[src/rtl/suvm_pkg.sv]
// ----------------------------------------------------------------------------
// Spherical UV mapper package
// Field widths, internal widths, the CORDIC turn table and shared word types.
// ----------------------------------------------------------------------------
package suvm_pkg;

  localparam int COORD_BITS = 24;
  localparam int UV_BITS    = 16;
  localparam int ROT_STEPS  = 28;

  localparam int CW        = 36;
  localparam int ANG_W     = 34;
  localparam int AC_W      = 33;
  localparam int S_W       = 64;
  localparam int P_W       = $clog2(S_W);
  localparam int MAG_NORM  = 30;
  localparam int S_NORM    = 60;
  localparam int SH_W      = $clog2(MAG_NORM + 1);
  localparam int K_W       = $clog2(S_NORM / 2 + 1);
  localparam int ROOT_W    = S_W / 2;
  localparam int REM_W     = ROOT_W + 2;
  localparam int W_W       = ROOT_W + 1;
  localparam int N_W       = W_W + 1 + UV_BITS;
  localparam int Q_W       = UV_BITS + 1;

  localparam logic signed [ANG_W-1:0] ANG_HALF = ANG_W'(64'h8000_0000);
  localparam logic signed [ANG_W-1:0] ANG_ONE  = ANG_W'(64'h1_0000_0000);
  localparam logic [AC_W:0]           U_RND    = (AC_W + 1)'(64'd1 << (31 - UV_BITS));
  localparam logic [UV_BITS-1:0]      UV_TOP   = '1;
  localparam logic [UV_BITS-1:0]      UV_HALF  = UV_BITS'(1) << (UV_BITS - 1);

  localparam logic [31:0] TURN_TAB [ROT_STEPS] = '{
    32'd536870912, 32'd316933406, 32'd167458907, 32'd85004756, 32'd42667331,
    32'd21354465, 32'd10679838, 32'd5340245, 32'd2670163, 32'd1335087,
    32'd667544, 32'd333772, 32'd166886, 32'd83443, 32'd41722, 32'd20861,
    32'd10430, 32'd5215, 32'd2608, 32'd1304, 32'd652, 32'd326, 32'd163,
    32'd81, 32'd41, 32'd20, 32'd10, 32'd5
  };

  typedef struct packed {
    logic signed [COORD_BITS-1:0] pos_x;
    logic signed [COORD_BITS-1:0] pos_y;
    logic signed [COORD_BITS-1:0] pos_z;
  } pos_t;

  typedef struct packed {
    logic [UV_BITS-1:0] tex_u;
    logic [UV_BITS-1:0] tex_v;
    logic               degenerate;
  } uv_t;

  typedef struct packed {
    logic vld;
    logic degen;
  } ctl_t;

  typedef struct packed {
    logic                  y_neg;
    logic [COORD_BITS-1:0] y_mag;
    logic [K_W-1:0]        k;
  } aux_t;

endpackage

[src/rtl/suvm_cordic_cell.sv]
// ----------------------------------------------------------------------------
// Spherical UV mapper CORDIC cell
// One vectoring rotation step toward the positive x axis, angle in turns.
// ----------------------------------------------------------------------------
module suvm_cordic_cell #(
  parameter int STEP = 0
) (
  input  logic                              clk_i,
  input  logic                              axis_i,
  input  logic signed [suvm_pkg::CW-1:0]    cx_i,
  input  logic signed [suvm_pkg::CW-1:0]    cy_i,
  input  logic signed [suvm_pkg::ANG_W-1:0] ang_i,
  output logic                              axis_o,
  output logic signed [suvm_pkg::CW-1:0]    cx_o,
  output logic signed [suvm_pkg::CW-1:0]    cy_o,
  output logic signed [suvm_pkg::ANG_W-1:0] ang_o
);
  import suvm_pkg::*;

  localparam logic signed [ANG_W-1:0] TURN = $signed({{(ANG_W-32){1'b0}}, TURN_TAB[STEP]});

  logic signed [CW-1:0] dx, dy;
  logic                 up;
  logic                 axis_q;
  logic signed [CW-1:0] cx_q, cy_q;
  logic signed [ANG_W-1:0] ang_q;

  assign dx = cy_i >>> STEP;
  assign dy = cx_i >>> STEP;
  assign up = !cy_i[CW-1] && (cy_i != '0);

  always_ff @(posedge clk_i) begin
    axis_q <= axis_i;
    if (up) begin
      cx_q  <= cx_i + dx;
      cy_q  <= cy_i - dy;
      ang_q <= ang_i + TURN;
    end else begin
      cx_q  <= cx_i - dx;
      cy_q  <= cy_i + dy;
      ang_q <= ang_i - TURN;
    end
  end

  assign axis_o = axis_q;
  assign cx_o   = cx_q;
  assign cy_o   = cy_q;
  assign ang_o  = ang_q;

endmodule

[config.mk]
export PLATFORM = sky130hd
export DESIGN_NAME = suvm_cordic_cell
export DESIGN_NICKNAME = d
export VERILOG_FILES = /design/src/rtl/suvm_pkg.sv /design/src/rtl/suvm_cordic_cell.sv
export SDC_FILE = /design/constraint.sdc
export NUM_CORES = 1
export LEC_CHECK = 0
export BUFFER_PORTS_ARGS = -buffer_cell sky130_fd_sc_hd__buf_2
export CORE_ASPECT_RATIO = 1.2
export CORE_MARGIN = 2
export CORE_UTILIZATION = 49
export DETAILED_ROUTE_END_ITERATION = 12
export GPL_TIMING_DRIVEN = 1
export PLACE_DENSITY = 0.78
export SLEW_MARGIN = 20
export SYNTH_ARGS = -nofsm -noshare
export SYNTH_HDL_FRONTEND = slang
export SYNTH_SLANG_ARGS = --single-unit
[constraint.sdc]
create_clock -name clk_i -period 2.8 [get_ports clk_i]
set_input_delay 0.28 -clock clk_i [delete_from_list [all_inputs] [get_ports clk_i]]
set_output_delay 0.28 -clock clk_i [all_outputs]
set_load 0.1 [all_outputs]
# Word-level counts from Yosys, hierarchy flattened
# Cells that the tools add are included.
# word_totals
reg_bits	107
output_inout_bits	107
elab_cells	15
input_bits	108
# op_classes
reduce_logical	3
add_sub_neg	5
muxes	3
# op_table
operator	n
$mux W36	2
$sub A36 B36 Y36	2
$add A36 B36 Y36	1
$reduce_bool A36 Y1	1
$add A34 B31 Y34 const B	1
$mux W34	1
$sub A34 B31 Y34 const B	1
$logic_and A1 B1 Y1	1
$logic_not A1 Y1	1

# Logic depth before layout (Yosys ltp)
# logic_depth
word_depth	3
depth_mapped	13
depth_no_buf	13

# Worst setup path after synthesis
# Ideal clock, no wire load.
# synth_path
path_kind	input to register
from	input cx_i[19] (netlist name)
to	register cx_q[35], in the netlist cx_o[35]
path_buffers	1
cell_stages	11
required_time_ns	2.673
setup_slack_ns	-0.152
setup_ns	0.127
arrival_ns	2.825
cell_sequence	inv_1 > ha_1 > buf_2 > or4_4 > or3_1 > a211oi_2 > o21ai_1 > o311ai_2 > a211oi_2 > a211o_1 > xor2_1
# synth_between
elab_chain_len	2
elab_cells_between_ends	3
cone_classes	2 x add/sub; 1 x mux
# synth_lines
item	line_no	text
from (decl)	suvm_cordic_cell.sv:10	input logic signed [suvm_pkg::CW-1:0] cx_i,
$sub A36 B36 Y36 or $add A36 B36 Y36 (tied branches)	suvm_cordic_cell.sv:39, suvm_cordic_cell.sv:35	
$mux W36 (*)	suvm_cordic_cell.sv:34	if (up) begin
to (signal assigned)	suvm_cordic_cell.sv:35	cx_q <= cx_i + dx;
to (signal assigned)	suvm_cordic_cell.sv:39	cx_q <= cx_i - dx;
to (decl)	suvm_cordic_cell.sv:25	logic signed [CW-1:0] cx_q, cy_q;
# Every way passes the cells marked *; elsewhere a longest branch is shown, timed or not.

# Final worst setup path
# layout_path
from	input cx_i[6] (netlist name)
to	register cx_q[35], in the netlist cx_o[35]
# Same word-level chain as after synthesis.

==> impl_metrics.tcl <==
set metrics [dict create \
    drt-total-wl_um 29100 \
    final.min_clock_period_ns 2.71 \
    timing.critical_path.buf_inv 3 \
    start_util 0.497 \
    cts_tree "yes" \
    clock_sinks 106 \
    slowest_stage "or3_1" \
    die_area_um2 18100 \
    setup_viol 0 \
    intPower_mw 3.56 \
    final_cell_area_um2 11900 \
    io_pins 215 \
    worst_setup_path_end_kind "register" \
    crit_type "in2reg" \
    tightest_slew_ns 0.686 \
    drive_above_1_share 0.358 \
    synth_most_common_cell "a21oi_1" \
    hold_path.class "in2reg" \
    cts_made_buffers 9 \
    grt_max_degree 28 \
    port_buffers 214 \
    syn_area_um2 8340 \
    yosysTopAreaCell "dfxtp_1" \
    syn_to_final_growth_pct 42.8 \
    path_common_cell "a211oi_2" \
    synth_warnings 0 \
    cp.required_ns 3.05 \
    vias_per_cell 5.55 \
    core.rowCount 52 \
    clockBufferDepth 2 \
    hp-start "ang_i[1]" \
    antenna_cells 0 \
    drtAntennaViolNets 0 \
    crit_arrival_ns 2.96 \
    synth.net_count 1257 \
    slew_viol_final 0 \
    cap_violations 0 \
    max_clock_freq_ghz 0.369 \
    grt_overflow_total 0 \
    antenna_found_initial 0 \
    ys_seq_area_frac 0.255 \
    ctsHtreeMaxLevel 3 \
    core_region_area_um2 16800 \
    die_w_um 123 \
    grt_usage 0.315 \
    synth-seq-cells 106 \
    cp-start-kind "input port" \
    grt_first_pass_wirelength_um 44900 \
    combinationalPowerShare 0.581 \
    dr_total_vias 9275 \
    pwr-share-clk 0.174 \
    cpPeakStageDelay_ns 0.44 \
    synth-edff-count 0 \
    fin_crit_sh 0.968 \
    path_max_fanout 3 \
    ys_top_cells_by_count "a21oi_1 (119), ha_1 (112), inv_1 (107)" \
    grt_pass1_vias 9071 \
    power_density_nw_per_um2 636 \
    p_sw_mw 4.01 \
    p_seq_frac 0.245 \
    p_leak_nw 6.00 \
    dpl_cell_area_um2 11200 \
    final_core_utilization 0.709 \
    netlist_instances 1033 \
    drc 0 \
    syn_avg_cell_area_um2 8.07 \
    hold_viol 0 \
    ys.flop_type "dfxtp_1" \
    slew_headroom 0.539 \
    whs_endpoint "ang_o[1]$_DFF_P_" \
    root_buffer "clkbuf_16" \
    dr.pass1.iters 5 \
    swShare 0.530 \
    clk_pin_slew_ns 0.08 \
    hold_depth 1 \
    final_nets 1675 \
    cpLargestDelayFamily "compound AO/OA/AOI/OAI gates" \
    wl_per_cell_um 17.4 \
    synth_cell_type_count 74 \
    synth_top_area_share 0.255 \
    dp_hpwl_um 24100 \
    async_flop_share 0 \
    die_h_um 147 \
    initialDrtViolationCount 481 \
    peakVddDrop_uv 548 \
    status "complete, no violations" \
    path_cells "buf_2 > buf_4 > inv_1 > ha_1 > or3_1 > a211oi_2 > o21bai_2 > a211oi_2 > o21ai_1 > o311ai_2 > a211oi_2 > a211o_1 > xor2_1" \
    synth_area_leaders "dfxtp_1 (25%), ha_1 (17%), a21oi_1 (7.1%)" \
    place.gp.congestion 1.03 \
]
cells in the final DEF, fill, tap and decap left out, types with 23 or more instances in the layout:
| master | count |
|---|---|
| buf_4 | 224 |
| buf_2 | 214 |
| a21oi_1 | 116 |
| dfxtp_1 | 106 |
| inv_1 | 105 |
| ha_1 | 103 |
| nor2_1 | 74 |
| xnor2_1 | 60 |
| o21ai_0 | 49 |
| nand2_1 | 46 |
| a21o_1 | 36 |
| o21bai_1 | 23 |
power by group through the flow:
stage | Clock, mW | Combinational (mW) | Sequential (mW)
floorplan | 0 | 1.11 | 3.96
global placement | 0 | 4.26 | 1.89
detailed placement | 0 | 4.29 | 1.89
CTS | 1.33 | 4.30 | 1.86
global route | 1.41 | 4.59 | 1.88
finish | 1.32 | 4.39 | 1.86
state kept, by name, summed over array words and instances (netlist names):
| register | flops |
|---|---|
| ang_o | 34 |
| axis_o | 1 |
| cx_o | 35 |
| cy_o | 36 |
stage by stage:
step	TNS [ns]	worst slack, ns	hold WS [ns]	power [mW]	std cells
3_5_place_dp	-9.18	-0.406	0.384	6.18	1639
3_3_place_gp	-7.80	-0.329	0.382	6.14	1639
6_report	0	0.0884	0.00364	7.57	1672
5_1_grt	-0.0107	-0.00889	0.000663	7.88	1672
2_1_floorplan	-0.0358	-0.0358	0.308	5.07	1033
4_1_cts	0	0.00494	0.00293	7.49	1655
how the worst max path moves through the flow:
stage,from,depth (start not counted),slack (ns),to
after global routing,cx_i[2],15,-0.009,cy_o[32]$_DFF_P_
after floorplan,cy_i[19],10,-0.04,cx_o[35]$_DFF_P_
after detailed placement,cx_i[4],13,-0.41,cy_o[35]$_DFF_P_
after global placement,cy_i[4],12,-0.33,cy_o[35]$_DFF_P_
final,cx_i[6],13,0.09,cx_o[35]$_DFF_P_
after CTS,cx_i[1],14,0.005,cx_o[35]$_DFF_P_
routing by layer:
metal  share of wire  up-vias  GRT usage
li1                -     4452          -
met1            0.39     4323      0.354
met2            0.50      399      0.575
met3           0.062      101     0.0481
met4           0.045        0      0.143
met5               0        -          0
cells by family (layout without fill, tap and decap cells):
group,Yosys count,after routing,share of synthesized area
simple gates,221,221,0.127
flops,106,106,0.255
mux,18,18,0.0218
compound gates,342,342,0.270
buf+inv,157,580,0.0726
xor+xnor,73,73,0.0767
fa+ha+maj,116,116,0.178
cell type report:
| cell class | instances | area (µm²) |
|---|---|---|
| Multi-Input combinational cell | 770 | 5870 |
| Fill cell | 1422 | 4880 |
| Timing Repair Buffer | 454 | 2920 |
| Sequential cell | 106 | 2120 |
| Inverter | 110 | 420 |
| Tap cell | 216 | 270 |
| Clock buffer | 9 | 225 |
| Clock inverter | 7 | 80.1 |
repair_timing:
item	CTS	global route
setup buffers	0	4
setup endpoints to repair	6	26
cloned	0	0
pin swaps	3	21
endpoints found under the hold margin	0	13
hold buffers	0	13
gates resized for setup	3	47
Note: power is estimated with default switching activity, not from simulation.
