### src/rtl/suvm_pkg.sv
// ----------------------------------------------------------------------------
// Spherical UV mapper package
// Field widths, internal widths, the CORDIC turn table and shared word types.
// ----------------------------------------------------------------------------
package suvm_pkg;

  localparam int COORD_BITS = 24;
  localparam int UV_BITS    = 16;
  localparam int ROT_STEPS  = 28;

  localparam int CW        = 36;
  localparam int ANG_W     = 34;
  localparam int AC_W      = 33;
  localparam int S_W       = 64;
  localparam int P_W       = $clog2(S_W);
  localparam int MAG_NORM  = 30;
  localparam int S_NORM    = 60;
  localparam int SH_W      = $clog2(MAG_NORM + 1);
  localparam int K_W       = $clog2(S_NORM / 2 + 1);
  localparam int ROOT_W    = S_W / 2;
  localparam int REM_W     = ROOT_W + 2;
  localparam int W_W       = ROOT_W + 1;
  localparam int N_W       = W_W + 1 + UV_BITS;
  localparam int Q_W       = UV_BITS + 1;

  localparam logic signed [ANG_W-1:0] ANG_HALF = ANG_W'(64'h8000_0000);
  localparam logic signed [ANG_W-1:0] ANG_ONE  = ANG_W'(64'h1_0000_0000);
  localparam logic [AC_W:0]           U_RND    = (AC_W + 1)'(64'd1 << (31 - UV_BITS));
  localparam logic [UV_BITS-1:0]      UV_TOP   = '1;
  localparam logic [UV_BITS-1:0]      UV_HALF  = UV_BITS'(1) << (UV_BITS - 1);

  localparam logic [31:0] TURN_TAB [ROT_STEPS] = '{
    32'd536870912, 32'd316933406, 32'd167458907, 32'd85004756, 32'd42667331,
    32'd21354465, 32'd10679838, 32'd5340245, 32'd2670163, 32'd1335087,
    32'd667544, 32'd333772, 32'd166886, 32'd83443, 32'd41722, 32'd20861,
    32'd10430, 32'd5215, 32'd2608, 32'd1304, 32'd652, 32'd326, 32'd163,
    32'd81, 32'd41, 32'd20, 32'd10, 32'd5
  };

  typedef struct packed {
    logic signed [COORD_BITS-1:0] pos_x;
    logic signed [COORD_BITS-1:0] pos_y;
    logic signed [COORD_BITS-1:0] pos_z;
  } pos_t;

  typedef struct packed {
    logic [UV_BITS-1:0] tex_u;
    logic [UV_BITS-1:0] tex_v;
    logic               degenerate;
  } uv_t;

  typedef struct packed {
    logic vld;
    logic degen;
  } ctl_t;

  typedef struct packed {
    logic                  y_neg;
    logic [COORD_BITS-1:0] y_mag;
    logic [K_W-1:0]        k;
  } aux_t;

endpackage

### src/rtl/suvm_front.sv
// ----------------------------------------------------------------------------
// Spherical UV mapper front end
// Three stages: magnitudes and squares, CORDIC start vector and norm of the
// squared length, then the even normalizing shift for the root chain.
// ----------------------------------------------------------------------------
module suvm_front (
  input  logic                                clk_i,
  input  logic                                rst_ni,
  input  logic                                valid_i,
  input  suvm_pkg::pos_t                      pos_i,
  output suvm_pkg::ctl_t                      ctl_o,
  output logic                                axis_o,
  output logic signed [suvm_pkg::CW-1:0]      cx_o,
  output logic signed [suvm_pkg::CW-1:0]      cy_o,
  output logic signed [suvm_pkg::ANG_W-1:0]   ang_o,
  output logic [suvm_pkg::S_W-1:0]            sv_o,
  output suvm_pkg::aux_t                      aux_o
);
  import suvm_pkg::*;

  localparam int SQ_W = 2 * COORD_BITS;

  function automatic logic [P_W-1:0] msb_pos(logic [S_W-1:0] v);
    logic [P_W-1:0] p;
    p = '0;
    for (int i = 0; i < S_W; i++) begin
      if (v[i]) p = P_W'(i);
    end
    return p;
  endfunction

  function automatic logic [COORD_BITS-1:0] mag(logic signed [COORD_BITS-1:0] v);
    return v[COORD_BITS-1] ? $unsigned(-v) : $unsigned(v);
  endfunction

  logic [COORD_BITS-1:0] ax, ay, az, m;
  logic [P_W-1:0]        mp;
  logic [SH_W-1:0]       s1_d;

  ctl_t                         ctl1_q;
  logic                         axis1_q;
  logic signed [COORD_BITS-1:0] x1_q, z1_q;
  logic                         yneg1_q;
  logic [COORD_BITS-1:0]        ay1_q;
  logic [SH_W-1:0]              s1_q;
  logic [SQ_W-1:0]              sqx_q, sqy_q, sqz_q;

  always_comb begin
    ax = mag(pos_i.pos_x);
    ay = mag(pos_i.pos_y);
    az = mag(pos_i.pos_z);
    m  = (ax > az) ? ax : az;
    mp = msb_pos(S_W'(m));
    s1_d = (int'(mp) >= MAG_NORM) ? '0 : SH_W'(MAG_NORM - int'(mp));
  end

  always_ff @(posedge clk_i or negedge rst_ni) begin
    if (!rst_ni) begin
      ctl1_q <= '0;
    end else begin
      ctl1_q.vld   <= valid_i;
      ctl1_q.degen <= (pos_i == '0);
    end
  end

  always_ff @(posedge clk_i) begin
    axis1_q <= (m == '0);
    x1_q    <= pos_i.pos_x;
    z1_q    <= pos_i.pos_z;
    yneg1_q <= pos_i.pos_y[COORD_BITS-1];
    ay1_q   <= ay;
    s1_q    <= s1_d;
    sqx_q   <= ax * ax;
    sqy_q   <= ay * ay;
    sqz_q   <= az * az;
  end

  logic signed [CW-1:0]    czs, cxs;
  logic signed [CW-1:0]    cx2_d, cy2_d;
  logic signed [ANG_W-1:0] ang2_d;
  logic [S_W-1:0]          ssum;
  logic [P_W-1:0]          sp;
  logic [K_W-1:0]          k2_d;

  always_comb begin
    czs  = $signed({{(CW-COORD_BITS){z1_q[COORD_BITS-1]}}, z1_q}) <<< s1_q;
    cxs  = $signed({{(CW-COORD_BITS){x1_q[COORD_BITS-1]}}, x1_q}) <<< s1_q;
    if (czs[CW-1]) begin
      cx2_d  = -czs;
      cy2_d  = -cxs;
      ang2_d = x1_q[COORD_BITS-1] ? -ANG_HALF : ANG_HALF;
    end else begin
      cx2_d  = czs;
      cy2_d  = cxs;
      ang2_d = '0;
    end
    ssum = S_W'(sqx_q) + S_W'(sqy_q) + S_W'(sqz_q);
    sp   = msb_pos(ssum);
    k2_d = (int'(sp) >= S_NORM) ? '0 : K_W'((S_NORM + 1 - int'(sp)) >> 1);
  end

  ctl_t                    ctl2_q;
  logic                    axis2_q;
  logic signed [CW-1:0]    cx2_q, cy2_q;
  logic signed [ANG_W-1:0] ang2_q;
  logic [S_W-1:0]          s2_q;
  aux_t                    aux2_q;

  always_ff @(posedge clk_i or negedge rst_ni) begin
    if (!rst_ni) begin
      ctl2_q <= '0;
    end else begin
      ctl2_q <= ctl1_q;
    end
  end

  always_ff @(posedge clk_i) begin
    axis2_q      <= axis1_q;
    cx2_q        <= cx2_d;
    cy2_q        <= cy2_d;
    ang2_q       <= ang2_d;
    s2_q         <= ssum;
    aux2_q.y_neg <= yneg1_q;
    aux2_q.y_mag <= ay1_q;
    aux2_q.k     <= k2_d;
  end

  ctl_t                    ctl3_q;
  logic                    axis3_q;
  logic signed [CW-1:0]    cx3_q, cy3_q;
  logic signed [ANG_W-1:0] ang3_q;
  logic [S_W-1:0]          sv3_q;
  aux_t                    aux3_q;

  always_ff @(posedge clk_i or negedge rst_ni) begin
    if (!rst_ni) begin
      ctl3_q <= '0;
    end else begin
      ctl3_q <= ctl2_q;
    end
  end

  always_ff @(posedge clk_i) begin
    axis3_q <= axis2_q;
    cx3_q   <= cx2_q;
    cy3_q   <= cy2_q;
    ang3_q  <= ang2_q;
    sv3_q   <= s2_q << {aux2_q.k, 1'b0};
    aux3_q  <= aux2_q;
  end

  assign ctl_o  = ctl3_q;
  assign axis_o = axis3_q;
  assign cx_o   = cx3_q;
  assign cy_o   = cy3_q;
  assign ang_o  = ang3_q;
  assign sv_o   = sv3_q;
  assign aux_o  = aux3_q;

endmodule

### config.mk
export PLATFORM = sky130hd
export DESIGN_NAME = suvm_front
export DESIGN_NICKNAME = d
export VERILOG_FILES = /design/src/rtl/suvm_pkg.sv /design/src/rtl/suvm_front.sv
export SDC_FILE = /design/constraint.sdc
export NUM_CORES = 2
export LEC_CHECK = 0
export ABC_AREA = 1
export BUFFER_PORTS_ARGS = -buffer_cell sky130_fd_sc_hd__buf_2
export CORE_ASPECT_RATIO = 1.1
export CORE_MARGIN = 4
export CORE_UTILIZATION = 40
export DETAILED_ROUTE_END_ITERATION = 16
export PLACE_DENSITY_LB_ADDON = 0.05
export SLEW_MARGIN = 20
export SYNTH_ARGS = -nofsm -noshare
export SYNTH_HDL_FRONTEND = slang
export SYNTH_SLANG_ARGS = --single-unit
### constraint.sdc
create_clock -name clk_i -period 4.8 [get_ports clk_i]
set_input_delay 0.96 -clock clk_i [delete_from_list [all_inputs] [get_ports clk_i]]
set_output_delay 0.96 -clock clk_i [all_outputs]
set_load 0.03 [all_outputs]
; Word-level counts from Yosys, hierarchy flattened
; Index checks and enable logic that the tools add are counted.
[classes]
n_addsub = 9
n_mul = 3
magnitude_cmp = 3
n_shift = 3
muxes = 93
n_reduce_logical = 2
[op_table]
columns = op, count
row1 = 6-bit two-way mux, 79
row2 = 24-bit by 24-bit multiplier with 48-bit output, 3
row3 = 24-bit two-way mux, 4
row4 = 72-bit zero test, 1
row5 = 24-bit negator, 3
row6 = 36-bit negator, 2
row7 = 24-bit by 5-bit <<< shifter with 36-bit output, 2
row8 = 50-bit by 6-bit left shift with 64-bit output, 1
row9 = 49-bit by 48-bit adder with 50-bit output, 1
row10 = 48-bit by 48-bit adder with 49-bit output, 1
row11 = 36-bit two-way mux, 1
row12 = 35-bit two-way mux, 1
row13 = 34-bit two-way mux, 1
row14 = 24-bit > comparator, 1
row15 = 24-bit zero test, 1
row16 = 6-bit by 5-bit greater-or-equal comparator with 1-bit output (second input constant), 1
row17 = 6-bit greater-or-equal comparator (second input constant), 1
row18 = 2-bit two-way mux, 3
row19 = 3-bit two-way mux, 2
row20 = 6-bit subtractor (first input constant), 1
row21 = 5-bit subtractor (first input constant), 1
row22 = 1-bit two-way mux, 2
[totals]
regBits = 617
input_bits = 75
out_inout_bits = 203
word_cells = 145

; Longest topological paths before layout
[logic_depth]
depth_word = 66
ltp_mapped = 53
depth_no_buf = 52

; Worst setup path before layout
; OpenSTA, ideal clock, no wires.
[synth_path]
kind = input port to flip-flop
startpoint = in pos_i[0] in the netlist's numbering
endpoint = reg sqz_q[44]
setup_ps = 120
arrival_ps = 8963
required_ps = 4680
setup_slack_ps = -4283
path_stages = 38
path_buffers = 2
path_cell_list = inv_1 > clkbuf_1 > ha_1 > inv_1 > nor2_1 > nand3_1 > nor2_1 > nand3_1 > nor3_1 > nand3b_1 > o21ai_0 > xor2_1 > clkinv_1 > clkbuf_1 > nor2_1 > fa_1 > fa_1 > fa_1 > [... 2 more ...] > fa_1 > fa_1 > inv_1 > fa_1 > ha_1 > a21oi_1 > o21ai_0 > a21oi_1 > o21bai_1 > nand2_1 > o211ai_1 > a21oi_1 > o21bai_1 > nand2_1 > nand2_1 > nand3_1 > nand2_1 > xor2_1
[synth_between]
elab_chain_cells = 3
[synth_lines]
columns = item, line_no
row1 = from (decl), suvm_front.sv:10  ; input suvm_pkg::pos_t pos_i,
row2 = 24-bit negator, suvm_front.sv:33  ; return v[COORD_BITS-1] ? $unsigned(-v) : $unsigned(v);
row3 = 24-bit two-way mux (*), suvm_front.sv:33
row4 = 24-bit by 24-bit multiplier with 48-bit output (*), suvm_front.sv:75  ; sqz_q <= az * az;
row5 = to (signal assigned), suvm_front.sv:75
row6 = to (decl), suvm_front.sv:46  ; logic [SQ_W-1:0] sqx_q, sqy_q, sqz_q;
; Every way passes the cells marked *; elsewhere a longest branch is shown, timed or not.
; A chain may end at the register's enable or synchronous reset.

; Worst setup path after layout
[layout_path]
startpoint = in pos_i[24] in the netlist's numbering
endpoint = reg sqy_q[42]
[layout_between]
elab_chain_cells = 3
[layout_lines]
columns = item, line_no
row1 = 24-bit negator, suvm_front.sv:33
row2 = 24-bit two-way mux (*), suvm_front.sv:33
row3 = 24-bit by 24-bit multiplier with 48-bit output (*), suvm_front.sv:74  ; sqy_q <= ay * ay;
row4 = to (signal assigned), suvm_front.sv:74
row5 = to (decl), suvm_front.sv:46
; Marked as above.

==> flow_metrics.py <==
metrics = {
    "layout": {
        "area_delta_synth_final_pct": 33.5,
        "drive_gt1_share_pct": 29.0,
        "fin_nets": 12101,
        "fillers": 16877,
        "design_area_um2": 95000,
        "finalCoreUtilization_pct": 53.6,
    },
    "detailed_routing": {
        "post_drt_wl_per_cell_um": 17.5,
        "num_vias": 58788,
        "drt_iter0_drc": 2934,
        "wl_um": 220000,
        "ant_nets": 0,
        "firstDrtPassIters": 8,
        "drc": 0,
        "via_per_inst": 4.68,
    },
    "synth": {
        "ys_top_cells_by_area": "fa_1 (37%), dfxtp_1 (15%), inv_1 (10%)",
        "synth_edf_count": 0,
        "syn_area_per_cell_um2": 8.48,
        "netlist_area_um2": 71200,
        "synth.distinct_cells": 67,
        "synth-async-reset-ratio_pct": 1.10,
        "yosysWarningCount": 0,
        "synthCells": 8397,
        "synth_top_cell_area_share_pct": 36.9,
        "yosysSeqAreaShare_pct": 15.4,
        "ys_seq_elements": 547,
        "post-synth-top-area-cell": "fa_1",
        "ys.flop_type": "dfxtp_1",
    },
    "clock_tree": {
        "cts_buffers": 68,
        "path_clk_slew_ns": 0.06,
        "cts_tree": "built",
        "cts_sinks": 547,
        "postCtsHoldBufs": 0,
        "clockRootBuffer": "clkbuf_16",
        "clk_latency_ns": 0.71,
        "cts_max_path_buffers": 3,
        "cts_max_level": 3,
    },
    "grt": {
        "grt_pass1_wl_um": 351000,
        "grt.overflow.total": 0,
        "track_usage_pct": 24.3,
        "grt_pass1_vias": 63250,
        "antenna_found_initial": 6,
        "grt_max_degree": 57,
    },
    "die": {
        "std_cell_rows": 162,
        "initial_core_util_pct": 40.2,
        "die_w_um": 410,
        "pin_count": 278,
        "design.core.area_um2": 177000,
        "die-height_um": 451,
        "die_area_um2": 185000,
    },
    "timing": {
        "drv_slew": 0,
        "max_slew_margin_pct": 37.4,
        "setup_ws_ns": -3.27,
        "fin_skew_ns": 0.0653,
        "hold_viol": 0,
        "period_needed_ns": 8.07,
        "rsz0062_at_grt": "yes",
        "tightest_slew_ns": 0.938,
        "fmax_ghz": 0.124,
        "setup_viol": 135,
        "fin_crit_sh_pct": 168,
    },
    "setup_path": {
        "timing.rr.end": "aux2_q[2]$_SDFF_PP0_",
        "crit_type": "input port to register",
        "slowest_delay_ns": 0.56,
        "crit_path_start_kind": "input port",
        "cp_data_required_time_ns": 5.38,
        "r2r-start": "sqz_q[2]$_DFF_P_",
        "r2r_slack_ns": -0.31,
        "cp-end-kind": "register",
        "cpMaxStageDelayCell": "fa_1",
        "cp.arrival_ns": 8.65,
        "cp_common_cell": "buf_4",
        "worstRegToRegCells": 32,
        "crit_path_max_fanout": 5,
    },
    "placement": {
        "postPlaceCellArea_um2": 87500,
        "place_congestion": 0.927,
        "dp_hpwl_um": 190000,
        "io_buffers": 246,
    },
    "flow_run": {
        "cap_violations": 0,
    },
    "run_status": {
        "outcome": "finished with violations",
        "violations": "negative setup slack",
    },
    "worst_hold_path": {
        "min_path_type": "input port to async pin",
    },
}
==> cell usage in the layout, fill, tap and decap left out, types with 132 or more instances in the layout <==
cell | netlist | routed
inv_1 | 1968 | 1854
fa_1 | 1314 | 1263
nor2_1 | 874 | 671
buf_6 | 11 | 132
o21ai_0 | 329 | 275
buf_4 | 36 | 1431
ha_1 | 589 | 496
buf_2 | 27 | 236
xor2_1 | 200 | 176
dfxtp_1 | 541 | 535
nand2_1 | 1286 | 1150
a21oi_1 | 296 | 195
==> per-stage QoR <==
step / worst slack [ns] / TNS, ns / instances / hold WS, ns
6_report: -3.27 / -289.03 / 12558 / 0.103
5_1_grt: -3.60 / -323.53 / 12557 / 0.0870
3_5_place_dp: -4.27 / -410.07 / 12223 / 0.312
4_1_cts: -3.15 / -283.95 / 12487 / 0.0511
2_1_floorplan: -3.47 / -298.99 / 8477 / 0.310
3_3_place_gp: -4.25 / -406.99 / 12223 / 0.310
==> critical path, delay by kind of cell <==
| kind | cells | cell delay [ns] |
|---|---|---|
| AO/OA/AOI/OAI | 6 | 1.00 |
| XOR/XNOR | 1 | 0.13 |
| adder cells (fa/ha/maj) | 8 | 3.80 |
| buffers and inverters | 17 | 1.59 |
| AND/OR/NAND/NOR | 12 | 1.14 |
==> worst max path at each step <==
stage / depth (start not counted) / end / slack (ns) / startpoint
detailed placement: 43 / sqy_q[42]$_DFF_P_ / -4.27 / pos_i[24]
floorplan: 38 / sqz_q[44]$_DFF_P_ / -3.47 / pos_i[0]
finish: 44 / sqy_q[42]$_DFF_P_ / -3.27 / pos_i[24]
global route: 42 / sqy_q[42]$_DFF_P_ / -3.60 / pos_i[24]
global placement: 38 / sqy_q[45]$_DFF_P_ / -4.25 / pos_i[24]
CTS: 44 / sqy_q[42]$_DFF_P_ / -3.15 / pos_i[24]
==> logic make-up (layout without fill, tap and decap cells) <==
| family | Yosys count | in the layout | synth area share, % |
|---|---|---|---|
| simple gates | 2480 | 2480 | 14.1 |
| xor+xnor | 276 | 276 | 3.42 |
| compound gates | 856 | 856 | 6.65 |
| flops | 547 | 547 | 15.4 |
| mux | 53 | 53 | 0.745 |
| other cells | 2 | 84 | 0.0105 |
| buf+inv | 2280 | 3981 | 12.4 |
| fa+ha+maj | 1903 | 1903 | 47.3 |
==> per-layer routing <==
layer	part of all wire, %	track usage, %	vias up
li1	-	-	28412
met1	43	31.8	29129
met2	50	42.5	1008
met3	4.1	2.60	237
met4	3.3	7.29	2
met5	0.0059	0	-
==> flip-flops by register name, summed over array words and instances (netlist names), 2 cells and up <==
| register | cells |
|---|---|
| sv_o | 64 |
| cy2_q | 36 |
| aux_o | 30 |
| z1_q | 23 |
| cx2_q | 36 |
| ctl_o | 2 |
| ang_o | 2 |
| ctl1_q | 2 |
| ang2_q | 2 |
| sqy_q | 47 |
| aux2_q | 30 |
| ay1_q | 23 |
| ctl2_q | 2 |
| cx_o | 36 |
| x1_q | 23 |
| sqx_q | 47 |
| s2_q | 50 |
| s1_q | 5 |
| sqz_q | 47 |
| cy_o | 36 |
==> cell usage after synthesis (7+ instances only) <==
cell and instances:
nand2_1 1286, inv_1 1968, xnor2_1 75, a21oi_1 296
or3_1 8, o211ai_1 21, nor4_1 14, o22ai_1 10
a21boi_1 7, buf_2 27, buf_6 11, dfxtp_1 541
o21bai_1 10, nand4_1 22, o21ai_2 13, mux2i_1 53
nand3_1 136, inv_2 17, or2_2 39, nor2_1 874
nand2_2 10, nor3_1 36, ha_1 589, buf_1 30
xor2_1 200, o31ai_1 7, nor2_2 13, nand3b_1 8
o21ai_1 55, a31oi_1 40, o21ai_0 329, a21oi_2 8
buf_4 36, a21o_1 13, o21a_1 8, clkbuf_1 173
fa_1 1314, a22oi_1 14, nor3_2 10, clkinv_1 16
==> layout make-up <==
type	count	area, µm²	area share (%)
clock inverter	46	647	0.681
antenna	2	5.00	0.00527
timing repair inverter	1	6.26	0.00658
tap	2378	2980	3.13
sequential	547	11000	11.6
clock buffer	79	1770	1.87
multi-input combinational	5650	56500	59.5
inverter	2002	7710	8.11
timing repair buffer	1853	14400	15.2
==> timing repair <==
action | CTS | global route
pin swaps | 350 | 258
setup buffers | 160 | 79
resized for setup | 559 | 318
endpoints found under the setup margin | 135 | 137
gates cloned | 1 | 0
Power is left out: the tool's default activity adds up to more than one toggle a clock period on the data nets, which glitch-free logic cannot reach.
