### config.mk
export PLATFORM = sky130hd
export DESIGN_NAME = suvm_div_cell
export DESIGN_NICKNAME = d
export VERILOG_FILES = /design/src/rtl/suvm_pkg.sv /design/src/rtl/suvm_div_cell.sv
export SDC_FILE = /design/constraint.sdc
export NUM_CORES = 1
export LEC_CHECK = 0
export ABC_AREA = 1
export BUFFER_PORTS_ARGS = -buffer_cell sky130_fd_sc_hd__buf_2
export CORE_MARGIN = 2
export CORE_UTILIZATION = 35
export CTS_BUF_LIST = sky130_fd_sc_hd__clkbuf_16
export DETAILED_ROUTE_END_ITERATION = 12
export HOLD_SLACK_MARGIN = 0.03
export PLACE_DENSITY = 0.66
export SLEW_MARGIN = 30
export SYNTH_ARGS = -nofsm -noshare
export SYNTH_HDL_FRONTEND = slang
export SYNTH_SLANG_ARGS = --single-unit
### constraint.sdc
create_clock -name clk_i -period 0.8 [get_ports clk_i]
set_input_delay 0 -clock clk_i [delete_from_list [all_inputs] [get_ports clk_i]]
set_output_delay 0 -clock clk_i [all_outputs]
set_load 0.005 [all_outputs]
### src/rtl/suvm_pkg.sv
// ----------------------------------------------------------------------------
// Spherical UV mapper package
// Field widths, internal widths, the CORDIC turn table and shared word types.
// ----------------------------------------------------------------------------
package suvm_pkg;

  localparam int COORD_BITS = 24;
  localparam int UV_BITS    = 16;
  localparam int ROT_STEPS  = 28;

  localparam int CW        = 36;
  localparam int ANG_W     = 34;
  localparam int AC_W      = 33;
  localparam int S_W       = 64;
  localparam int P_W       = $clog2(S_W);
  localparam int MAG_NORM  = 30;
  localparam int S_NORM    = 60;
  localparam int SH_W      = $clog2(MAG_NORM + 1);
  localparam int K_W       = $clog2(S_NORM / 2 + 1);
  localparam int ROOT_W    = S_W / 2;
  localparam int REM_W     = ROOT_W + 2;
  localparam int W_W       = ROOT_W + 1;
  localparam int N_W       = W_W + 1 + UV_BITS;
  localparam int Q_W       = UV_BITS + 1;

  localparam logic signed [ANG_W-1:0] ANG_HALF = ANG_W'(64'h8000_0000);
  localparam logic signed [ANG_W-1:0] ANG_ONE  = ANG_W'(64'h1_0000_0000);
  localparam logic [AC_W:0]           U_RND    = (AC_W + 1)'(64'd1 << (31 - UV_BITS));
  localparam logic [UV_BITS-1:0]      UV_TOP   = '1;
  localparam logic [UV_BITS-1:0]      UV_HALF  = UV_BITS'(1) << (UV_BITS - 1);

  localparam logic [31:0] TURN_TAB [ROT_STEPS] = '{
    32'd536870912, 32'd316933406, 32'd167458907, 32'd85004756, 32'd42667331,
    32'd21354465, 32'd10679838, 32'd5340245, 32'd2670163, 32'd1335087,
    32'd667544, 32'd333772, 32'd166886, 32'd83443, 32'd41722, 32'd20861,
    32'd10430, 32'd5215, 32'd2608, 32'd1304, 32'd652, 32'd326, 32'd163,
    32'd81, 32'd41, 32'd20, 32'd10, 32'd5
  };

  typedef struct packed {
    logic signed [COORD_BITS-1:0] pos_x;
    logic signed [COORD_BITS-1:0] pos_y;
    logic signed [COORD_BITS-1:0] pos_z;
  } pos_t;

  typedef struct packed {
    logic [UV_BITS-1:0] tex_u;
    logic [UV_BITS-1:0] tex_v;
    logic               degenerate;
  } uv_t;

  typedef struct packed {
    logic vld;
    logic degen;
  } ctl_t;

  typedef struct packed {
    logic                  y_neg;
    logic [COORD_BITS-1:0] y_mag;
    logic [K_W-1:0]        k;
  } aux_t;

endpackage

### src/rtl/suvm_div_cell.sv
// ----------------------------------------------------------------------------
// Spherical UV mapper divider cell
// One restoring quotient bit against the divisor at a fixed bit weight.
// ----------------------------------------------------------------------------
module suvm_div_cell #(
  parameter int BIT = 0
) (
  input  logic                        clk_i,
  input  logic                        rst_ni,
  input  suvm_pkg::ctl_t              ctl_i,
  input  logic [suvm_pkg::N_W-1:0]    rem_i,
  input  logic [suvm_pkg::W_W-1:0]    d_i,
  input  logic [suvm_pkg::Q_W-1:0]    q_i,
  output suvm_pkg::ctl_t              ctl_o,
  output logic [suvm_pkg::N_W-1:0]    rem_o,
  output logic [suvm_pkg::W_W-1:0]    d_o,
  output logic [suvm_pkg::Q_W-1:0]    q_o
);
  import suvm_pkg::*;

  logic [N_W-1:0] sub;
  logic           ge;
  ctl_t           ctl_q;
  logic [N_W-1:0] rem_q;
  logic [W_W-1:0] d_q;
  logic [Q_W-1:0] q_q;

  assign sub = N_W'(d_i) << BIT;
  assign ge  = (rem_i >= sub);

  always_ff @(posedge clk_i or negedge rst_ni) begin
    if (!rst_ni) begin
      ctl_q <= '0;
    end else begin
      ctl_q <= ctl_i;
    end
  end

  always_ff @(posedge clk_i) begin
    rem_q <= ge ? (rem_i - sub) : rem_i;
    d_q   <= d_i;
    q_q   <= {q_i[Q_W-2:0], ge};
  end

  assign ctl_o = ctl_q;
  assign rem_o = rem_q;
  assign d_o   = d_q;
  assign q_o   = q_q;

endmodule

== Yosys cells after proc, flatten, opt, wreduce, memory -nomap -nowiden ==
Cells that the tools add are included.
W data, S select, Z words.

* Flip-flop bits (word level): 102
* Bits in latches: 0
* RAM bits: 0
* Memory bits (read-only): 0
* Input port bits: 104
* Memories: 0

* $add $sub $neg: 1
* $mul: 0
* Divide/modulo/power cells: 0
* Order comparisons: 1
* Equality and inequality tests: 0
* Shift-type cells: 0
* Multiplexer cells: 1
* Bitwise operators: 0
* Reduce and logical (&&, ||, !) cells: 0

{| class="wikitable"
|+ Operators with widths
! cell !! count
|-
| $ge A50 B33 Y1 || 1
|-
| $mux W50 || 1
|-
| $sub A50 B33 Y50 || 1
|}

== Longest topological paths before layout ==
Gate-level depths: netlist (run 1).

* Word-level depth: 2
* Depth in mapped cells: 16
* Gate-level depth less buffers: 15

== Least setup slack after synthesis (run 1) ==
No wires, ideal clock.

* Kind: in2reg
* Start point: in rem_i[0] in the netlist's numbering
* End point: reg rem_q[37] (netlist: rem_o[37])
* Library setup time: 0.115 ns
* Arrival time: 1.524 ns
* Required time: 0.685 ns
* Setup slack: -0.839 ns
* Stages on the path: 13
* Path buffers: 1
* Cells stage by stage: inv_1 -> ha_1 -> inv_1 -> fa_1 -> nand3_1 -> nand3_2 -> nand2_1 -> nand2_1 -> nand2_2 -> nand2_8 -> inv_4 -> buf_6 -> a21oi_2

* Cells in the longest elaborated chain, start to end: 2
* Elaborated cells on any way between the ends: 3

{| class="wikitable"
|+ Ends and longest elaborated chain
! item !! RTL line !! source
|-
| start, declared || suvm_div_cell.sv:11 || <nowiki>input logic [suvm_pkg::N_W-1:0] rem_i,</nowiki>
|-
| $sub A50 B33 Y50 or $ge A50 B33 Y1 (tied branches) || suvm_div_cell.sv:40, suvm_div_cell.sv:29 ||
|-
| $mux W50 (*) || suvm_div_cell.sv:40 || <nowiki>rem_q <= ge ? (rem_i - sub) : rem_i;</nowiki>
|-
| end signal, assigned || suvm_div_cell.sv:40 ||
|-
| end, declared || suvm_div_cell.sv:24 || <nowiki>logic [N_W-1:0] rem_q;</nowiki>
|}

Mark *: on every way between the ends. The rest lies on a longest branch, timed or not.

== Final worst setup path (run 1) ==
* Start point: in rem_i[0] in the netlist's numbering
* End point: reg rem_q[20] (netlist: rem_o[20])

Same word-level chain as after synthesis.

==> qor.txt, run 1 <==
Max_slew headroom -> 0.7722
Pwr Density -> 1393 mW/mm^2
Crit path cell chain -> buf_8 -> inv_12 -> ha_4 -> inv_4 -> fa_2 -> nand3_2 -> nand3_2 -> nand3_1 -> nand3_4 -> nand2_1 -> nand2_1 -> xor2_1 -> nand2_2 -> nand2_1
VDD IR-drop max -> 1.204 mV
Post-place setup slack -> -1165 ps
Initial Utilization -> 0.3539
Final net count -> 1711
Met1 Routed Length -> 11.49 mm
Ant diodes -> 0
Worst path slowest cell -> fa_2
Core area -> 0.01858 sq mm
FP Rows -> 50
Startpoint Class -> primary input
Final Total Pwr -> 16.26 mW
Die height -> 141.1 um
Number of distinct library cells after synthesis -> 31
Input/output buffers -> 204
Syn_nets -> 1236
Filler instances -> 1692
Switching share of power -> 0.3345
Synth warn -> 0
Synth Area in Adders -> 0.06583
Global-route wire length before repair -> 38.91 mm
Setup ws final -> -601.1 ps
Met2 wire len -> 11.87 mm
Post-DRT Antenna Nets -> 0
Clk pwr share -> 0.279
WL per Instance -> 13.81 um
Die area -> 0.01990 sq mm
Number of clock sinks -> 102
Routed wire length -> 25.02 mm
DIE WIDTH -> 141.1 um
Top cells by area, synth -> dfxtp_1 (30%), nand2_1 (26%), inv_1 (14%), ha_1 (6.3%), nand3_1 (4.9%)
Max-slew violations -> 0
Top sig layer -> met4
CP required -> 1060 ps
Mean Syn Cell Area -> 5.989 sq um
Hold WC Path Type -> primary input to flop
Largest net degree at the start of global routing -> 24
Period utilization -> 1.751
Largest family of logic cells by synthesized area -> simple AND/OR/NAND/NOR gates
Vias in the first global route -> 7768
Crit Path Class -> primary input to flop
Crit path launch -> rem_i[0]
Synth Register Bits -> 102
Placer Congestion -> 0.9079
Worst hold start -> rem_i[48]
Failing checks -> negative setup slack
RSZ-0062 raised after global routing -> yes
Actual slew at the worst max-slew pin -> 338.9 ps
Crit path max-delay family -> simple AND/OR/NAND/NOR gates
Worst hold slack -> 12.08 ps
Initial DRC count -> 361
Detailed Routing Iterations Pass 1 -> 5
Yosys top cell area share -> 0.3044
WP buf/inv -> 3
Post-DP HPWL -> 19.24 mm
Simple-gate share of the synthesized area -> 0.4053
Synth area leader -> dfxtp_1
Max H-tree Level -> 3
Antenna violations before repair -> 0
Status -> complete, but fails checks
Max-cap viol count -> 0
Total number of vias -> 7999
CP most frequent cell -> nand2_1
CTS Buf Count -> 9
Layout area overhead -> 77.47%
Final Hold Fails -> 0
I/O pins -> 206
XOR/XNOR Fraction of Synth Area -> 0.02664
Clk root buf -> clkbuf_16
GRT overflow -> 0
Crit-path max cell delay -> 380 ps
Synth Cell Area -> 0.006576 sq mm
CTS tree -> built
Seq/Total Area, Yosys -> 0.3120
Avg Vias per Cell -> 4.414
Worst EP arrival -> 1660 ps
Mux cell area share after synthesis -> 0
Clock transition at path regs -> 80 ps
Crit Path Max Fanout -> 4
Post-Synthesis Cells -> 1098
Comb power frac -> 0.363
Flop pwr share -> 0.358
Final std cells w/o fill -> 1812
Clk buf depth -> 2
Synth Area in Compound Gates -> 0.03672
DRC violations left -> 0
Final min period -> 1401 ps
Static Leak -> 6.288 nW
Setup crit end kind -> flop
WL met3 -> 1.269 mm
Sw Pwr -> 5.437 mW
Sum Neg Setup Slack -> -28110 ps
Internal -> 10.82 mW
Total global-route track usage -> 0.2487
Share of layout cells above drive strength 1 -> 0.4087
Dpl cells -> 1692
Fmax achieved -> 0.7137 GHz
Finish-stage setup viols -> 57
==> what timing repair did <==
item	CTS	global route
endpoints found under the hold margin	91	0
setup buffers	4	7
hold buffers	91	0
pin swaps	27	44
gates resized for setup	91	136
cloned	2	0
setup endpoints to repair	64	117
==> cell usage after synthesis (all sizes together) <==
master,count
inv,246
nor3,5
dfxtp,100
nand3,65
and2,1
nand2,461
nand4,19
ha,33
o211ai,1
fa,1
nor4,1
o21ai,3
nor2,95
a21oi,31
dfrtp,2
o21bai,1
buf,9
a21o,1
xor2,20
nand3b,3
==> area by class of cell <==
type	count	area, sq um	share of cell area
timing repair inverter	1	16.27	0.001394
timing repair buffer	471	3492	0.2992
sequential	102	2092	0.1792
inverter	246	982.2	0.08416
tap	234	292.8	0.02509
multi-input combinational	742	4498	0.3854
clock inverter	7	72.57	0.006218
clock buffer	9	225.2	0.01930
==> through the flow <==
step | area, sq um | utilization
CTS | 11170 | 0.6013
detailed placement | 9614 | 0.5174
finish | 11670 | 0.6281
floorplan | 7151 | -
global placement | 9614 | 0.5174
global route | 11670 | 0.6281
==> metal layers <==
layer | vias up | GRT usage
li1 | 4206 | -
met1 | 3551 | 0.3298
met2 | 212 | 0.4234
met3 | 30 | 0.04246
met4 | 0 | 0.05632
met5 | - | 0
==> power groups by stage <==
stage	sequential, mW	clock, mW	combinational [mW]
after floorplan	5.96	0	2.41
after global placement	5.88	0	4.86
after detailed placement	5.87	0	4.90
after CTS	5.77	4.68	5.47
after global routing	5.86	4.85	6.48
final	5.82	4.53	5.90
==> logic make-up (layout without fill, tap and decap cells) <==
group           after synthesis  in the layout
flops                       102            102
compound gates               37             37
buf+inv                     255            734
fa+ha+maj                    34             34
xor+xnor                     20             20
simple gates                650            651
==> registers in the layout (all words and copies together), names as in the netlist <==
signal and flops:
rem_o 50, d_o 33, q_o 17, ctl_o 2
==> worst paths after layout <==
check	cells after the start	to	slack [ps]
hold / removal	4	rem_o[48]	10
max in group asynchronous	3	ctl_o[1]	200
setup / recovery	14	rem_o[20]	-600
min in group asynchronous	3	ctl_o[0]	480
==> layout by cell type, fill, tap and decap left out, drive strengths merged <==
cell | netlist | layout
a21o | 1 | 1
a21oi | 31 | 31
and2 | 1 | 1
buf | 9 | 380
clkbuf | 0 | 9
clkinv | 0 | 2
clkinvlp | 0 | 1
dfrtp | 2 | 2
dfxtp | 100 | 100
dlygate4sd3 | 0 | 91
fa | 1 | 1
ha | 33 | 33
inv | 246 | 251
nand2 | 461 | 462
nand3 | 65 | 65
nand3b | 3 | 3
nand4 | 19 | 19
nor2 | 95 | 95
nor3 | 5 | 5
nor4 | 1 | 1
o211ai | 1 | 1
o21ai | 3 | 3
o21bai | 1 | 1
xor2 | 20 | 20
No activity file was read; power rests on OpenSTA's default activity.
==> run 2, diff against run 1 <==
- ABC_AREA: 1 -> unset
- PLACE_DENSITY: 0.66 -> 0.7
==> run 2 against run 1 <==
Compared with the run above: largest power group is now registers; combinational power is 11% lower; wire length shrank 23%; power shrank 3.8%; the run ends with negative hold slack, negative setup slack left; utilization up 11 points.
==> qor.txt, run 2 <==
Mux cell area share after synthesis -> 0 (unchanged)
Clock transition at path regs -> 80 ps (about the same)
Clk buf depth -> 2 (unchanged)
CTS tree -> built
Detailed Routing Iterations Pass 1 -> 5 (unchanged)
Die height -> 121.8 um (-14%)
Most frequent cells in the layout -> buf_2 (171), buf_4 (166), dlygate4sd3_1 (100)
Finish-stage setup viols -> 57 (unchanged)
Placer Congestion -> 0.9048 (-0.34%)
Sum Neg Setup Slack -> -55370 ps (-27250 ps)
Post-DP HPWL -> 11.72 mm (-39%)
Max-cap viol count -> 0 (unchanged)
Largest register FFs -> 50 (unchanged)
Static Leak -> 4.696 nW (-25%)
Largest net degree at the start of global routing -> 27 (+13%)
Avg Vias per Cell -> 4.840 (+9.6%)
Final net count -> 1168 (-32%)
Top_reg_cell synth -> dfxtp_1
Synth Area in Adders -> 0.08918 (+0.02335)
FP Rows -> 43 (-14%)
Vias in the first global route -> 5762 (-26%)
GRT overflow -> 0 (unchanged)
Commonest non-fill, non-tap cell in the layout -> buf_2
Area occupied by multi-input gates -> 0.003435 sq mm (-24%)
Worst EP arrival -> 2240 ps (+580 ps)
Die area -> 0.01483 sq mm (-25%)
Worst Hold End -> d_o[0]
Synth warn -> 0 (unchanged)
Worst hold start -> d_i[0]
Final Hold Fails -> 2 (+2)
Syn_nets -> 679 (-45%)
Hold WC Path Type -> primary input to flop
Crit path max-delay family -> simple AND/OR/NAND/NOR gates
Worst path slowest cell -> or4_4
Most frequent cell after synthesis -> dfxtp_1
Post-place setup slack -> -1615 ps (-449.7 ps)
I/O pins -> 206 (unchanged)
CP required -> 1060 ps (about the same)
Crit Path Class -> primary input to flop
Simple-gate share of the synthesized area -> 0.1557 (-0.2496)
Synth Area in Compound Gates -> 0.1995 (+0.1628)
Number of clock sinks -> 102 (unchanged)
Crit-path max cell delay -> 450 ps (+70 ps)
Global-route wire length before repair -> 26.49 mm (-32%)
Startpoint Class -> primary input
Total number of vias -> 5880 (-26%)
Initial DRC count -> 269 (-25%)
Setup ws final -> -1185 ps (-584.2 ps)
DRC violations left -> 0 (unchanged)
Synth Cell Area -> 0.004855 sq mm (-26%)
Period utilization -> 2.482 (+0.7303)
Reg area -> 0.002087 sq mm (-0.24%)
Routed wire length -> 19.16 mm (-23%)
Number of flops mapped to enable cells by yosys -> 0 (unchanged)
XOR/XNOR Fraction of Synth Area -> 0.08299 (+0.05635)
Crit Path Max Fanout -> 8 (+4)
Layout area overhead -> 108.3%
Max-slew violations -> 0 (unchanged)
Crit path cell chain -> buf_2 -> or3_4 -> or4_4 -> nor4_2 -> o21ai_2 -> nor2_4 -> and2_4 -> inv_6 -> o211a_1 -> xor2_1
Pwr Density -> 1546 mW/mm^2 (+11%)
VDD IR-drop max -> 0.9155 mV (-24%)
RSZ-0062 raised after global routing -> yes
Dpl cells -> 1056 (-38%)
Post-DRT Antenna Nets -> 0 (unchanged)
Initial Utilization -> 0.3539 (about the same)
Filler instances -> 897 (-47%)
Setup crit end kind -> flop
Synth area leader -> dfxtp_1
Synth Register Bits -> 102 (unchanged)
Max_slew headroom -> 0.6656 (-0.1066)
Largest family of logic cells by synthesized area -> compound AO/OA/AOI/OAI gates
Total global-route track usage -> 0.2232 (-0.02550)
Fmax achieved -> 0.5037 GHz (-29%)
WL per Instance -> 15.77 um (+14%)
Yosys top cell area share -> 0.4124 (+0.1080)
Async set or reset register ratio after synthesis -> 0.01961 (unchanged)
Clk root buf -> clkbuf_16
Input/output buffers -> 204 (unchanged)
Share of layout cells above drive strength 1 -> 0.5623 (+0.1536)
Actual slew at the worst max-slew pin -> 496.4 ps (+157.5 ps)
Worst hold slack -> -214.4 ps (-226.5 ps)
WP buf/inv -> 2 (-1)
Final min period -> 1985 ps (+584.2 ps)
DIE WIDTH -> 121.8 um (-14%)
Final std cells w/o fill -> 1215 (-33%)
Cell count along the critical path -> 10 (-4)
Hold path depth -> 1 (-3)
Post-Synthesis Cells -> 541 (-51%)
Top cells by area, synth -> dfxtp_1 (41%), ha_1 (8.5%), a21oi_1 (5.9%), xor2_1 (4.5%), nor2_1 (3.8%)
CTS Buf Count -> 9 (unchanged)
Core area -> 0.01372 sq mm (-26%)
Mean Syn Cell Area -> 8.973 sq um (+50%)
Number of distinct library cells after synthesis -> 60 (+94%)
Max H-tree Level -> 3 (unchanged)
Failing checks -> negative hold slack, negative setup slack
Seq/Total Area, Yosys -> 0.4227 (+0.1107)
Commonest cells in the netlist -> dfxtp_1 (100), a21oi_1 (57), nor2_1 (49)
Status -> complete, but fails checks
Ant diodes -> 0 (unchanged)
Antenna violations before repair -> 0 (unchanged)
-- run 2: routing by layer --
| metal | routed length, um | GRT usage | part of all wire |
|---|---|---|---|
| met5 | 0 | 0 | 0 |
| met4 | 635 | 0.07830 | 0.033 |
| met3 | 1051 | 0.04682 | 0.055 |
| met2 | 10000 | 0.4078 | 0.52 |
| met1 | 7475 | 0.2561 | 0.39 |
-- run 2: layout make-up --
class	count	share of cell area
well taps	180	0.02227
repair buffers	495	0.3823
inverters	40	0.01881
clock inverters	7	0.008290
multi-input cells	382	0.3396
flip-flops and latches	102	0.2064
clock buffers	9	0.02227
-- run 2: repair_timing --
action | in CTS | in global routing
resized for setup | 82 | 160
hold buffers | 99 | 1
endpoints found under the hold margin | 102 | 3
endpoints found under the setup margin | 65 | 106
buffers inserted | 10 | 33
cloned | 0 | 3
pin swaps | 40 | 61
-- run 2: stage by stage --
stage            util  total power, mW  area [sq um]
2_1_floorplan       -            7.675          5067
3_3_place_gp   0.5357            9.680          7350
3_5_place_dp   0.5357            9.724          7350
4_1_cts        0.6602            14.83          9057
5_1_grt        0.7371            16.35         10110
6_report       0.7371            15.63         10110
-- run 2: worst max-delay path by stage --
| stage | from | endpoint |
|---|---|---|
| after floorplan | rem_i[0] | rem_o[36] |
| after global placement | d_i[31] | rem_o[36] |
| after detailed placement | d_i[31] | rem_o[36] |
| after CTS | rem_i[0] | rem_o[38] |
| after global routing | d_i[17] | rem_o[36] |
| final | rem_i[44] | rem_o[45] |
-- run 2: where the power goes --
group	switching [mW]	internal, mW
logic	2.29	2.96
registers	0.177	5.68
clock network	2.27	2.25
-- run 2: cells by family after synthesis --
family,Yosys count
AND/OR/NAND/NOR,154
AO/OA/AOI/OAI,148
buffers and inverters,57
flip-flops,102
adder cells (fa/ha/maj),34
XOR/XNOR,46
==> run 3, diff against run 2 <==
- CTS_BUF_LIST: sky130_fd_sc_hd__clkbuf_16 -> sky130_fd_sc_hd__clkbuf_4
==> run 3 against run 2 <==
Compared with the run above: flip-flop and latch count stayed put; via count is 0.71% lower; sequential power is essentially flat; power shrank 11%; worst hold slack gained 12 ps; die area is the same; the run still ends with negative hold slack, negative setup slack left; largest power group unchanged.
==> qor.txt, run 3 (synthesis results as in run 2) <==
Final min period -> 1745 ps (-240.6 ps)
Final Hold Fails -> 2 (unchanged)
Crit path launch -> rem_i[44]
WL per Instance -> 15.79 um (+0.11%)
RSZ-0062 raised after global routing -> yes
Avg Vias per Cell -> 4.853 (+0.28%)
CTS Buf Count -> 9 (unchanged)
Crit Path Class -> primary input to flop
Actual slew at the worst max-slew pin -> 500.4 ps (+4.050 ps)
Status -> complete, but fails checks
Pwr Density -> 1415 mW/mm^2 (-8.5%)
Worst hold start -> rem_i[13]
Die height -> 121.8 um (unchanged)
Static Leak -> 4.570 nW (-2.7%)
Clock transition at path regs -> 180 ps (+100 ps)
Commonest non-fill, non-tap cell in the layout -> buf_2
DRC violations left -> 0 (unchanged)
Max-slew violations -> 0 (unchanged)
Finish-stage setup viols -> 153 (+170%)
Crit path max-delay family -> simple AND/OR/NAND/NOR gates
Clk root buf -> clkbuf_4
Worst hold slack -> -202.9 ps (+11.58 ps)
Die area -> 0.01483 sq mm (unchanged)
Total global-route track usage -> 0.2315 (+0.008284)
Placer Congestion -> 0.9048 (unchanged)
VDD IR-drop max -> 0.9767 mV (+6.7%)
Core area -> 0.01372 sq mm (unchanged)
Worst EP arrival -> 2150 ps (-90 ps)
Final net count -> 1156 (-1.0%)
Dpl cells -> 1056 (unchanged)
I/O pins -> 206 (unchanged)
Antenna violations before repair -> 0 (unchanged)
Number of clock sinks -> 102 (unchanged)
Input/output buffers -> 204 (unchanged)
Global-route wire length before repair -> 27.25 mm (+2.9%)
Layout area overhead -> 102.0%
Startpoint Class -> primary input
Period utilization -> 2.181 (-0.3008)
Crit path cell chain -> buf_2 -> or3_4 -> or4_4 -> nor4_4 -> o21ai_2 -> nor2_2 -> and2_4 -> inv_8 -> buf_12 -> nor2_1 -> a21oi_1
Crit-path max cell delay -> 460 ps (about the same)
Largest net degree at the start of global routing -> 22 (-19%)
Post-layout util -> 0.7149 (-0.02216)
Max_slew headroom -> 0.6628 (-0.002728)
Worst path slowest cell -> or4_4
WP buf/inv -> 3 (+1)
Fmax achieved -> 0.5732 GHz (+14%)
Routed wire length -> 18.99 mm (-0.88%)
Max H-tree Level -> 3 (unchanged)
Setup crit end kind -> flop
Largest register FFs -> 50 (unchanged)
Final std cells w/o fill -> 1203 (-0.99%)
Detailed Routing Iterations Pass 1 -> 5 (unchanged)
Failing checks -> negative hold slack, negative setup slack
Total number of vias -> 5838 (-0.71%)
CTS tree -> built
Vias in the first global route -> 5843 (+1.4%)
FP Rows -> 43 (unchanged)
Post-DRT Antenna Nets -> 0 (unchanged)
Initial DRC count -> 245 (-8.9%)
Initial Utilization -> 0.3539 (unchanged)
Hold WC Path Type -> primary input to flop
Final Total Pwr -> 13.87 mW (-11%)
GRT overflow -> 0 (unchanged)
Clk buf depth -> 2 (unchanged)
Setup ws final -> -944.7 ps (+240.6 ps)
CP required -> 1210 ps (+150 ps)
Crit Path Max Fanout -> 13 (+5)
DIE WIDTH -> 121.8 um (unchanged)
Ant diodes -> 0 (unchanged)
Post-DP HPWL -> 11.72 mm (unchanged)
Most frequent cells in the layout -> buf_2 (165), buf_4 (155), dlygate4sd3_1 (103)
Share of layout cells above drive strength 1 -> 0.5523 (-0.01002)
Max-cap viol count -> 0 (unchanged)
==> run 3: changes by cell type in the layout (fill, tap and decap cells not counted), moves of 3 or more <==
cell | before | now
buf_4 | 166 | 155
nor2_4 | 2 | 5
clkbuf_4 | 0 | 9
buf_8 | 2 | 5
clkbuf_16 | 12 | 0
buf_2 | 171 | 165
dlygate4sd3_1 | 100 | 103
nand3_2 | 1 | 4
nor2_1 | 29 | 24
ha_4 | 25 | 22
nand3_4 | 4 | 0
ha_1 | 6 | 10
==> run 3: final timing paths <==
| path | to | slack (ps) | cells after the start |
|---|---|---|---|
| setup / recovery | rem_o[20] | -940 | 11 |
| hold / removal | rem_o[13] | -200 | 3 |
| max in group asynchronous | ctl_o[1] | 360 | 3 |
| min in group asynchronous | ctl_o[0] | 330 | 3 |
==> run 3: timing repair <==
action,4_1_cts,5_1_grt
buffers inserted,15,12
hold endpoints to repair,103,5
cloned,3,0
setup endpoints to repair,153,153
pin swaps,30,43
gates resized for setup,87,163
hold buffers,102,2
==> run 3: layer usage <==
metal  track usage  wire length, um
met1        0.2621             7395
met4       0.08980              466
met5             0                0
met3       0.03792              990
met2        0.4309            10140
==> run 3: through the flow <==
step / cell area [sq um] / setup TNS [ps] / setup slack, ps
CTS: 8989 / -63080 / -940.3
detailed placement: 7350 / -77030 / -1615
finish: 9808 / -62040 / -944.7
global route: 9808 / -68710 / -1017
global placement: 7350 / -76290 / -1623
floorplan: 5067 / -56280 / -1158
==> run 3: final cells by class <==
type	instances	area (sq um)
fill	933	3911
timing repair buffer	483	3792
multi-input combinational	382	3361
sequential	102	2088
tap	180	225.2
inverter	40	190.2
clock inverter	7	83.83
clock buffer	9	67.56
==> run 3: power by group <==
| group | internal (mW) | leakage, nW | switching, mW | total (mW) |
|---|---|---|---|---|
| registers | 5.69 | 0.866 | 0.182 | 5.87 |
| clock network | 0.772 | 0.0820 | 2.12 | 2.89 |
| logic | 2.87 | 3.62 | 2.24 | 5.12 |
| total | 9.33 | 4.57 | 4.54 | 13.9 |
